### src/rtl/core/scsam_pkg.sv
`timescale 1ns / 1ps
`default_nettype none
package scsam_pkg;

	localparam int CHANNELS          = 6;
	localparam int SAMPLE_W          = 5;
	localparam int MIX_W             = 15;
	localparam int MASTER_W          = 8;
	localparam int CHAN_CFG_W        = 14;
	localparam int CFG_DATA_W        = 14;
	localparam int CFG_REGS          = CHANNELS + 2;
	localparam int CFG_IDX_W         = $clog2(CFG_REGS);
	localparam int STEP_W            = 5;
	localparam int STEPS             = 1 << STEP_W;
	localparam int LEVEL_W           = 4;
	localparam int VOL_W             = 5;
	localparam int GAIN_INT_W        = 8;
	localparam int GAIN_FRAC_DEFAULT = 16;
	localparam int GAIN_MAX_W        = 32;
	// 31 * 170.67 stays below 2^13, whatever the fraction width.
	localparam int TERM_W            = 13;
	localparam int SUM_W             = TERM_W + $clog2(CHANNELS);
	localparam int LFO_CHANNEL       = 1;

	// Register indexes on the configuration port.
	localparam int REG_MASTER = 0;
	localparam int REG_CHAN0  = 1;
	localparam int REG_LFO    = CHANNELS + 1;

	// Fields of a channel settings register.
	localparam int CH_EN_BIT  = 13;
	localparam int CH_VOL_LSB = 8;
	localparam int CH_L_LSB   = 4;
	localparam int CH_R_LSB   = 0;

	typedef struct packed {
		logic [SAMPLE_W-1:0] sample_0;
		logic [SAMPLE_W-1:0] sample_1;
		logic [SAMPLE_W-1:0] sample_2;
		logic [SAMPLE_W-1:0] sample_3;
		logic [SAMPLE_W-1:0] sample_4;
		logic [SAMPLE_W-1:0] sample_5;
	} in_t;

	typedef struct packed {
		logic [MIX_W-1:0] left_mix;
		logic [MIX_W-1:0] right_mix;
	} out_t;

	typedef struct packed {
		logic [TERM_W-1:0] left;
		logic [TERM_W-1:0] right;
	} term_t;

	typedef logic [STEPS-1:0][GAIN_MAX_W-1:0] gain_table_t;

	// Level code to attenuation scale.
	function automatic logic [STEP_W-1:0] level_scale(input logic [LEVEL_W-1:0] code);
		logic [STEP_W-1:0] v;
		unique case (code)
			4'h0: v = 5'h00;
			4'h1: v = 5'h03;
			4'h2: v = 5'h05;
			4'h3: v = 5'h07;
			4'h4: v = 5'h09;
			4'h5: v = 5'h0b;
			4'h6: v = 5'h0d;
			4'h7: v = 5'h0f;
			4'h8: v = 5'h10;
			4'h9: v = 5'h13;
			4'ha: v = 5'h15;
			4'hb: v = 5'h17;
			4'hc: v = 5'h19;
			4'hd: v = 5'h1b;
			4'he: v = 5'h1d;
			4'hf: v = 5'h1f;
			default: v = 5'h00;
		endcase
		return v;
	endfunction

	// (a*b) >> 62 for Q62 operands; used only while elaborating the gain table.
	function automatic logic [63:0] mul_q62(input logic [63:0] a, input logic [63:0] b);
		logic [63:0] ah, al, bh, bl, ll, m1, m2, t, low, high;
		ah   = a >> 32;
		al   = {32'h0, a[31:0]};
		bh   = b >> 32;
		bl   = {32'h0, b[31:0]};
		ll   = al * bl;
		m1   = ah * bl;
		m2   = al * bh;
		t    = (ll >> 32) + {32'h0, m1[31:0]} + {32'h0, m2[31:0]};
		low  = {t[31:0], ll[31:0]};
		high = ah * bh + (m1 >> 32) + (m2 >> 32) + (t >> 32);
		return (high << 2) | (low >> 62);
	endfunction

	function automatic logic [63:0] pow40_q62(input logic [63:0] x);
		logic [63:0] x2, x4, x8, x16, x32;
		x2  = mul_q62(x, x);
		x4  = mul_q62(x2, x2);
		x8  = mul_q62(x4, x4);
		x16 = mul_q62(x8, x8);
		x32 = mul_q62(x16, x16);
		return mul_q62(x32, x8);
	endfunction

	// Gain per attenuation step: 512/3 lowered by 1.5 dB per step, rounded,
	// with fbits fraction bits. The last step is silence.
	function automatic gain_table_t build_gain_table(input int fbits);
		gain_table_t tbl;
		logic [63:0] target, lo, hi, mid, p, q, g;
		target = (64'h1 << 62) / 64'd1000;
		lo     = 64'h0;
		hi     = 64'h1 << 62;
		p      = (64'h1 << 62) - 64'h1;
		tbl    = '0;
		for (int i = 0; i < 64; i++) begin
			if (hi - lo > 64'h1) begin
				mid = lo + ((hi - lo) >> 1);
				if (pow40_q62(mid) <= target) begin
					lo = mid;
				end else begin
					hi = mid;
				end
			end
		end
		for (int n = 0; n < STEPS - 1; n++) begin
			q      = p >> (40 - fbits);
			g      = (q + 64'd12288) / 64'd24576;
			tbl[n] = g[GAIN_MAX_W-1:0];
			p      = mul_q62(p, lo);
		end
		tbl[STEPS-1] = '0;
		return tbl;
	endfunction

endpackage
`default_nettype wire

### src/rtl/core/scsam_lane.sv
`timescale 1ns / 1ps
`default_nettype none
// One channel: attenuation step, gain lookup and weighted sample, registered.
module scsam_lane #(
	parameter int GAIN_FRACTION_BITS = scsam_pkg::GAIN_FRAC_DEFAULT
) (
	input  wire logic                                 clk,
	input  wire logic [scsam_pkg::SAMPLE_W-1:0]       sample,
	input  wire logic [scsam_pkg::CHAN_CFG_W-1:0]     settings,
	input  wire logic [scsam_pkg::MASTER_W-1:0]       master,
	input  wire logic                                 mute,
	output scsam_pkg::term_t                          term_s1
);

	localparam int GAIN_W = scsam_pkg::GAIN_INT_W + GAIN_FRACTION_BITS;
	localparam int PROD_W = scsam_pkg::SAMPLE_W + GAIN_W;
	localparam scsam_pkg::gain_table_t GAIN_ROM =
		scsam_pkg::build_gain_table(GAIN_FRACTION_BITS);

	logic [scsam_pkg::VOL_W-1:0]  vol;
	logic [scsam_pkg::STEP_W-1:0] ml, mr, cl, cr;
	logic [6:0]                   sum_l, sum_r;
	logic [scsam_pkg::STEP_W-1:0] step_l, step_r;
	logic [GAIN_W-1:0]            gain_l, gain_r;
	logic [PROD_W-1:0]            prod_l, prod_r;
	logic                         active;

	assign vol = settings[scsam_pkg::CH_VOL_LSB +: scsam_pkg::VOL_W];
	assign ml  = scsam_pkg::level_scale(master[7:4]);
	assign mr  = scsam_pkg::level_scale(master[3:0]);
	assign cl  = scsam_pkg::level_scale(settings[scsam_pkg::CH_L_LSB +: scsam_pkg::LEVEL_W]);
	assign cr  = scsam_pkg::level_scale(settings[scsam_pkg::CH_R_LSB +: scsam_pkg::LEVEL_W]);

	assign active = settings[scsam_pkg::CH_EN_BIT] & ~mute;

	always_comb begin
		sum_l = (7'd31 - {2'b0, ml}) + (7'd31 - {2'b0, cl}) + (7'd31 - {2'b0, vol});
		sum_r = (7'd31 - {2'b0, mr}) + (7'd31 - {2'b0, cr}) + (7'd31 - {2'b0, vol});
		step_l = (sum_l > 7'd31) ? 5'd31 : sum_l[scsam_pkg::STEP_W-1:0];
		step_r = (sum_r > 7'd31) ? 5'd31 : sum_r[scsam_pkg::STEP_W-1:0];
		gain_l = GAIN_ROM[step_l][GAIN_W-1:0];
		gain_r = GAIN_ROM[step_r][GAIN_W-1:0];
		prod_l = {{GAIN_W{1'b0}}, sample} * {{scsam_pkg::SAMPLE_W{1'b0}}, gain_l};
		prod_r = {{GAIN_W{1'b0}}, sample} * {{scsam_pkg::SAMPLE_W{1'b0}}, gain_r};
	end

	always_ff @(posedge clk) begin
		if (active) begin
			term_s1.left  <= prod_l[GAIN_FRACTION_BITS +: scsam_pkg::TERM_W];
			term_s1.right <= prod_r[GAIN_FRACTION_BITS +: scsam_pkg::TERM_W];
		end else begin
			term_s1 <= '0;
		end
	end

endmodule
`default_nettype wire

### src/rtl/core/scsam_merge.sv
`timescale 1ns / 1ps
`default_nettype none
// Adds the lane terms per side, saturates and registers the result beat.
module scsam_merge (
	input  wire logic             clk,
	input  wire logic             arst_n,
	input  wire logic             valid_s1,
	input  wire scsam_pkg::term_t terms_s1 [scsam_pkg::CHANNELS],
	output logic                  done,
	output scsam_pkg::out_t       result
);

	localparam logic [scsam_pkg::SUM_W-1:0] MIX_MAX = {scsam_pkg::MIX_W{1'b1}};

	logic [scsam_pkg::SUM_W-1:0] sum_l, sum_r;
	logic                        valid_s2;
	scsam_pkg::out_t             result_s2;

	always_comb begin
		sum_l = '0;
		sum_r = '0;
		for (int c = 0; c < scsam_pkg::CHANNELS; c++) begin
			sum_l = sum_l + scsam_pkg::SUM_W'(terms_s1[c].left);
			sum_r = sum_r + scsam_pkg::SUM_W'(terms_s1[c].right);
		end
	end

	always_ff @(posedge clk or negedge arst_n) begin
		if (!arst_n) begin
			valid_s2 <= 1'b0;
		end else begin
			valid_s2 <= valid_s1;
		end
	end

	always_ff @(posedge clk) begin
		result_s2.left_mix  <= (sum_l > MIX_MAX) ? MIX_MAX[scsam_pkg::MIX_W-1:0]
		                                         : sum_l[scsam_pkg::MIX_W-1:0];
		result_s2.right_mix <= (sum_r > MIX_MAX) ? MIX_MAX[scsam_pkg::MIX_W-1:0]
		                                         : sum_r[scsam_pkg::MIX_W-1:0];
	end

	assign done   = valid_s2;
	assign result = result_s2;

endmodule
`default_nettype wire

### src/rtl/core/six_channel_stereo_attenuation_mixer.sv
`timescale 1ns / 1ps
`default_nettype none
// Six-channel stereo attenuation mixer.
//
// A beat on the input side is one sample per channel, offered on sample and
// taken at a rising edge where start is high and busy is low. Busy is always
// low: the block takes a new beat every cycle.
// Each accepted beat yields exactly one result beat on result, marked by done
// for exactly one cycle. The lane stage looks up every channel's gain and
// weights its sample in a lane of its own; the merge stage then adds the lane
// terms for each side and saturates. Throughput is one beat per cycle, since
// every lane has its own multiplier per side and neither of the two stages
// can stall.
// The receiver cannot stall the block, so results are never held back.
// Configuration goes through cfg_we, cfg_index and cfg_data: index 0 is the
// master level, indexes 1 to 6 are the channel settings, 7 is the LFO mode
// that mutes channel one. Writes take effect at once; they must be made while
// no beat is in flight, unenforced by the block; all eight indexes are in use.
// Asynchronous reset clears all configuration registers, which silences every
// channel, and drops any beat in flight.
module six_channel_stereo_attenuation_mixer #(
	parameter int GAIN_FRACTION_BITS = scsam_pkg::GAIN_FRAC_DEFAULT
) (
	input  wire logic                                clk,
	input  wire logic                                arst_n,
	input  wire logic                                start,
	output logic                                     busy,
	input  wire scsam_pkg::in_t                      sample,
	input  wire logic                                cfg_we,
	input  wire logic [scsam_pkg::CFG_IDX_W-1:0]     cfg_index,
	input  wire logic [scsam_pkg::CFG_DATA_W-1:0]    cfg_data,
	output logic                                     done,
	output scsam_pkg::out_t                          result
);

	// Configuration registers.
	logic [scsam_pkg::MASTER_W-1:0]   master_q;
	logic [scsam_pkg::CHAN_CFG_W-1:0] chan_q [scsam_pkg::CHANNELS];
	logic                             lfo_q;

	logic [scsam_pkg::SAMPLE_W-1:0]   smp [scsam_pkg::CHANNELS];
	scsam_pkg::term_t                 terms_s1 [scsam_pkg::CHANNELS];
	logic                             valid_s1;

	assign busy = 1'b0;

	// Unpack the input beat into per-lane samples.
	assign smp[0] = sample.sample_0;
	assign smp[1] = sample.sample_1;
	assign smp[2] = sample.sample_2;
	assign smp[3] = sample.sample_3;
	assign smp[4] = sample.sample_4;
	assign smp[5] = sample.sample_5;

	always_ff @(posedge clk or negedge arst_n) begin
		if (!arst_n) begin
			master_q <= '0;
			lfo_q    <= 1'b0;
			for (int c = 0; c < scsam_pkg::CHANNELS; c++) begin
				chan_q[c] <= '0;
			end
		end else if (cfg_we) begin
			if (cfg_index == scsam_pkg::CFG_IDX_W'(scsam_pkg::REG_MASTER)) begin
				master_q <= cfg_data[scsam_pkg::MASTER_W-1:0];
			end
			if (cfg_index == scsam_pkg::CFG_IDX_W'(scsam_pkg::REG_LFO)) begin
				lfo_q <= cfg_data[0];
			end
			for (int c = 0; c < scsam_pkg::CHANNELS; c++) begin
				if (cfg_index == scsam_pkg::CFG_IDX_W'(scsam_pkg::REG_CHAN0 + c)) begin
					chan_q[c] <= cfg_data[scsam_pkg::CHAN_CFG_W-1:0];
				end
			end
		end
	end

	// Beat tracking through the lane stage.
	always_ff @(posedge clk or negedge arst_n) begin
		if (!arst_n) begin
			valid_s1 <= 1'b0;
		end else begin
			valid_s1 <= start & ~busy;
		end
	end

	// One lane per channel; channel one is muted while the LFO mode is on.
	for (genvar c = 0; c < scsam_pkg::CHANNELS; c++) begin : g_lane
		logic mute;
		if (c == scsam_pkg::LFO_CHANNEL) begin : g_lfo
			assign mute = lfo_q;
		end else begin : g_plain
			assign mute = 1'b0;
		end
		scsam_lane #(
			.GAIN_FRACTION_BITS(GAIN_FRACTION_BITS)
		) u_lane (
			.clk      (clk),
			.sample   (smp[c]),
			.settings (chan_q[c]),
			.master   (master_q),
			.mute     (mute),
			.term_s1  (terms_s1[c])
		);
	end

	scsam_merge u_merge (
		.clk      (clk),
		.arst_n   (arst_n),
		.valid_s1 (valid_s1),
		.terms_s1 (terms_s1),
		.done     (done),
		.result   (result)
	);

endmodule
`default_nettype wire

### config.mk
export PLATFORM = sky130hd
export DESIGN_NAME = six_channel_stereo_attenuation_mixer
export DESIGN_NICKNAME = d
export VERILOG_FILES = /design/src/rtl/core/scsam_pkg.sv /design/src/rtl/core/scsam_lane.sv /design/src/rtl/core/scsam_merge.sv /design/src/rtl/core/six_channel_stereo_attenuation_mixer.sv
export SDC_FILE = /design/constraint.sdc
export NUM_CORES = 2
export LEC_CHECK = 0
export ABC_AREA = 1
export ABC_CLOCK_PERIOD_IN_PS = 20300
export BUFFER_PORTS_ARGS = -buffer_cell sky130_fd_sc_hd__buf_2
export CORE_UTILIZATION = 50
export CTS_CLUSTER_DIAMETER = 100
export CTS_CLUSTER_SIZE = 10
export DETAILED_ROUTE_END_ITERATION = 16
export PLACE_DENSITY_LB_ADDON = 0.15
export SYNTH_ARGS = -nofsm -noshare
export SYNTH_HDL_FRONTEND = slang
export SYNTH_HIERARCHICAL = 1
export SYNTH_SLANG_ARGS = --single-unit
### constraint.sdc
create_clock -name clk -period 20.3 [get_ports clk]
set_input_delay 3.045 -clock clk [delete_from_list [all_inputs] [get_ports clk]]
set_output_delay 3.045 -clock clk [all_outputs]
set_load 0.05 [all_outputs]
Word-level counts from Yosys, hierarchy flattened
Memory sizes are Yosys's and may differ from the RTL's.
Index checks and enable logic that the tools add are counted.
W data, S select, Z words.

word-level totals
  bits in registers = 281
  memory bits (read-only) = 14,208
  input port bits = 51
  output and inout bits = 32
  memories kept = 36

operators by class
  add/subtract/negate cells = 64
  multipliers = 12
  $lt $le $gt $ge = 26
  equal/unequal tests = 7
  multiplexer cells = 24
  bitwise logic cells = 2
  reductions and logical operators = 9

memory list
  memory            depth  width  rd ports  clocked after memory_dff  write ports  line              RTL
  (name not given)  32     32     1         0                         0            scsam_lane.sv:42  gain_r = GAIN_ROM[step_r][GAIN_W-1:0];
  (name not given)  32     32     1         0                         0            scsam_lane.sv:41  gain_l = GAIN_ROM[step_l][GAIN_W-1:0];
  (name not given)  32     32     1         0                         0            scsam_lane.sv:42
  (name not given)  32     32     1         0                         0            scsam_lane.sv:41
  (name not given)  32     32     1         0                         0            scsam_lane.sv:42
  (name not given)  32     32     1         0                         0            scsam_lane.sv:41
  +30 memories      n/a    n/a    n/a       n/a                       n/a          n/a

operators with widths
  operator                count
  $mul A5 B24 Y29         12
  $mux W24                12
  $sub A5 B5 Y6 const A   30
  $add A7 B7 Y7           24
  $add A16 B13 Y16        8
  $gt A7 B5 Y1 const B    12
  $lt A5 B6 Y1 const B    12
  $mux W5                 12
  $gt A16 B15 Y1 const B  2
  $add A13 B13 Y14        2
  $reduce_and A2 Y1       8
  $eq A3 B3 Y1 const B    4
  $eq A3 B2 Y1 const B    2
  $eq A3 B1 Y1 const B    1
  $logic_not A3 Y1        1
  $and A1 B1 Y1           1
  $not A1 Y1              1

Longest topological paths before layout
An unclocked memory read counts as a cell.

  depth in word-level cells = 9
  depth in mapped cells = 43

By module
The synthesis kept the hierarchy.

by module, submodules not included
  module                                times used  cells each  area an instance (um2)
  scsam_lane (g_lane[0].u_lane ...)     2           1,662       10,649.0
  scsam_lane (g_lane[4].u_lane)         1           1,679       10,747.8
  scsam_lane (g_lane[3].u_lane)         1           1,650       10,721.5
  scsam_lane (g_lane[2].u_lane)         1           1,664       10,677.7
  scsam_lane (g_lane[5].u_lane)         1           1,665       10,636.5
  scsam_merge                           1           663         5,176.2
  six_channel_stereo_attenuation_mixer  1           419         3,682.3

Worst setup path after synthesis
No wires, ideal clock.

  kind = in2reg
  start = input sample[17] in the netlist's numbering
  end = register g_lane[2].u_lane/term_s1[20] in the netlist's numbering
  library setup time = 0.070 ns
  data arrival time = 7.063 ns
  data required time = 20.230 ns
  path slack = 13.167 ns
  stages = 20
  path buffers = 3
  cells stage by stage = clkbuf_1 inv_1 clkbuf_1 clkbuf_1 nor2_1 fa_1 fa_1 inv_1 fa_1 inv_1 ha_1 a21oi_1 nor2_1 a211oi_1 nor2_1 a2111oi_0 nand2_1 a21boi_1 o21ai_0 a21oi_1

on the way
  word-level cells in the longest chain between the ends = 1

RTL lines
  item                line                                        RTL
  start: declaration  six_channel_stereo_attenuation_mixer.sv:28  input wire scsam_pkg::in_t sample,
  $mul A5 B24 Y29     scsam_lane.sv:43                            prod_l = {{GAIN_W{1'b0}}, sample} * {{scsam_pkg::SAMPLE_W{1'b0}}, gain_l};
  end: declaration    scsam_lane.sv:12                            output scsam_pkg::term_t term_s1

No other way between the ends.
A chain may end at the register's enable or synchronous reset.

Final worst setup path
  start = register master_q[4] in the netlist's numbering
  end = register g_lane[1].u_lane/term_s1[20] in the netlist's numbering

on the way
  word-level cells in the longest chain between the ends = 9

RTL lines
  item                              line                                        RTL
  start: declaration                six_channel_stereo_attenuation_mixer.sv:37  logic [scsam_pkg::MASTER_W-1:0] master_q;
  start signal: assignment          six_channel_stereo_attenuation_mixer.sv:64  master_q <= cfg_data[scsam_pkg::MASTER_W-1:0];
  $mem_v2 Z16 W5 *                  n/a
  $sub A5 B5 Y6 *                   scsam_lane.sv:37                            sum_l = (7'd31 - {2'b0, ml}) + (7'd31 - {2'b0, cl}) + (7'd31 - {2'b0, vol});
  $add A7 B7 Y7 * (2 in a row)      scsam_lane.sv:37
  $gt A7 B5 Y1                      scsam_lane.sv:39                            step_l = (sum_l > 7'd31) ? 5'd31 : sum_l[scsam_pkg::STEP_W-1:0];
  $mux W5 *                         scsam_lane.sv:39
  $mem_v2 Z32 W32 *                 n/a
  $mux W24 (implied by the code) *  scsam_lane.sv:41
  $mul A5 B24 Y29 *                 scsam_lane.sv:43
  end: declaration                  scsam_lane.sv:12

Every way passes the cells marked *; elsewhere a longest branch is shown, timed or not. The select of a mux whose other input is x is not followed.

==> qor.txt <==
worst skew pair latency: 0.57 ns
GPL Wtd Cong: 1.01
Area contributors post-synth: fa_1, nand2_1, inv_1
delay-heaviest family, CP: adder cells
Post-synth EDFFs: 0
Crit Path Category: flip-flop to flip-flop
largest net degree at the start of global routing: 59
HP Class: flip-flop to flip-flop
first-pass GRT wire length: 387,000 um
outcome: finished, final reports clean
worst-case clock buffer depth: 3
Max Clk Rate: 0.113 GHz
FF/Latch Area: 6100 sq um
NumNets Final: 12.5k
clock slew seen by the registers of the worst setup and hold paths: 0.06 ns
# setup viols final: 0
CTS tree: done
CTS H-tree depth: 2
CTS Root Cell: clkbuf_16
count of state elements after synthesis: 281
area occupied by multi-input gates: 57,000 sq um
initial antenna violation count: 14
DR WL/cell: 18.9 um
slew margin rel.: 32.5%
crit path DAT: 9.31 ns
# Post-CTS Setup Buffers: 0
Slew Viols, Final: 0
syn avg cell area: 6.59 sq um
CORE AREA: 144,000 sq um
CTS Buf Count: 35
CTS resizes: 0
Overall Global Routing Usage: 32.9%
Worst EP required: 20.79 ns
Worst Path Buf+Inv: 5
Period minus WS final: 8.83 ns
CP max FO: 11
FFs w/ async S/R, synth: 33.8%
Critical Path Slowest Stage Cell: dfrtp_1
IO Pins: 83
Die Span Y: 384 um
CTS Sinks: 281
final hold vios: 0
Die Width: 384 um
GRT overflow: 0
vias after detailed routing: 71.5k
drt first-iter violations: 5,696
Filler cells: 14.8k
Yosys cell types: 79
Initial Util: 50.6%
most frequent cell after synthesis: nand2_1
Setup TNS: 0 ns
row cnt: 139
cell area after synthesis: 72,900 sq um
register area share after synthesis: 8.36%
# hold bufs at CTS: 0
largest area contributor in the netlist: fa_1
delay of the slowest cell on the worst path: 0.76 ns
number of vias per cell: 5.55
area share of the largest cell type after synthesis: 25.9%
final hold slack: 0.349 ns
RSZ-0062 raised after global routing: no
synthesized netlist cell count: 11.1k
layout cell share with drive strength beyond 1: 4.56%
full die area: 147,000 sq um
CP Capture Type: flip-flop
crit share post-route: 43.5%
antenna-violating nets left: 0
IO Port Bufs: 81
Residual DRC: 0
vias in the first global route: 71.0k
Clock Skew: 0.0243 ns
yosys warns: 6
Synth-to-Final Area Change: 4.09%
DRT Pass-1 Iters: 6
max_cap viols: 0
top_reg_cell synth: dfxtp_1
startpoint types: flip-flop
synth cell count leaders: nand2_1, inv_1, nor2_1, fa_1, a21oi_1
Post-DP HPWL: 205,000 um
Worst-Margin Slew: 1.01 ns
Routed WL: 244,000 um
worst paths after layout:
check / startpoint / endpoint / slack, ns / cells past startpoint
min in group asynchronous: arst_n / chan_q[60] / 2.46 / 1
max: master_q[4] / g_lane[1].u_lane/term_s1[20] / 11.47 / 32
min: valid_s1 / u_merge/done / 0.35 / 0
min reg2reg: valid_s1 / u_merge/done / 0.35 / 0
max in group asynchronous: arst_n / chan_q[50] / 16.64 / 2
max reg2reg: master_q[4] / g_lane[1].u_lane/term_s1[20] / 11.47 / 32
cell usage in the layout (no fill, tap or decap), types with 17 or more instances in the layout:
master / instances
nand2_1: 2253
inv_1: 2227
nor2_1: 1834
fa_1: 944
a21oi_1: 591
ha_1: 581
nand3_1: 534
o21ai_0: 425
dfxtp_1: 186
nor3_1: 128
a31oi_1: 105
nand4_1: 100
dfrtp_1: 95
nand2_2: 83
buf_2: 80
o211ai_1: 67
inv_2: 52
o21a_1: 45
buf_4: 43
nor2_2: 38
clkbuf_16: 36
o31ai_1: 35
nor2_4: 29
or2_2: 29
a211oi_1: 29
nor4_1: 27
nand3_2: 26
nand2_4: 26
o21ai_1: 24
xor2_1: 23
a21o_1: 22
o221ai_1: 21
a2111oi_0: 20
clkbuf_1: 17
nand3b_1: 17
worst reg2reg max path: cells and delay by family (launching register included):
kind | cells | cell delay (ns)
adder cells (fa/ha/maj) | 8 | 3.65
AO/OA/AOI/OAI | 6 | 2.08
AND/OR/NAND/NOR | 13 | 1.60
flip-flops | 1 | 0.76
buffers and inverters | 5 | 0.70
routing by layer:
| metal | GRT usage, % | vias to the layer above | share of wire [%] |
|---|---|---|---|
| li1 | - | 34075 | - |
| met1 | 43.2 | 34380 | 42 |
| met2 | 55.5 | 2618 | 47 |
| met3 | 4.28 | 444 | 6.7 |
| met4 | 11.2 | 12 | 3.9 |
| met5 | 0 | - | 0.030 |
per-stage QoR:
step | std cells | util, % | cell area, sq um | setup WS (ns)
2_1_floorplan | 11069 | - | 73000 | 13.17
3_3_place_gp | 12819 | 51.9 | 74900 | 11.69
3_5_place_dp | 12819 | 51.9 | 74900 | 11.62
4_1_cts | 12879 | 52.7 | 75900 | 11.59
5_1_grt | 12882 | 52.7 | 75900 | 11.13
6_report | 12883 | 52.7 | 75900 | 11.47
cell type report:
cell class                      instances  area share, %
Antenna cell                            4         0.0132
Clock buffer                           55           1.31
Clock inverter                          5         0.0906
Inverter                             2300           11.4
Multi-Input combinational cell       8212           75.1
Sequential cell                       281           8.04
Tap cell                             1903           3.14
Timing Repair Buffer                  123          0.953
logic make-up after synthesis:
group                    count (synthesis)  share of synthesized area (%)
AO/OA/AOI/OAI                         1476                           11.7
buffers and inverters                 2576                           13.5
adder cells (fa/ha/maj)               1525                           35.9
XOR/XNOR                                38                          0.497
flip-flops                             281                           8.36
other                                    1                        0.00514
AND/OR/NAND/NOR                       5167                           30.0
registers in the layout, indices dropped and copies added, names as in the netlist:
name	flops
g_lane.u_lane/term_s1	156
chan_q	84
u_merge/result	30
master_q	8
g_lane.mute	1
u_merge/done	1
valid_s1	1
Power is left out: the tool's default activity adds up to more than one toggle a clock period on the data nets, which glitch-free logic cannot reach.
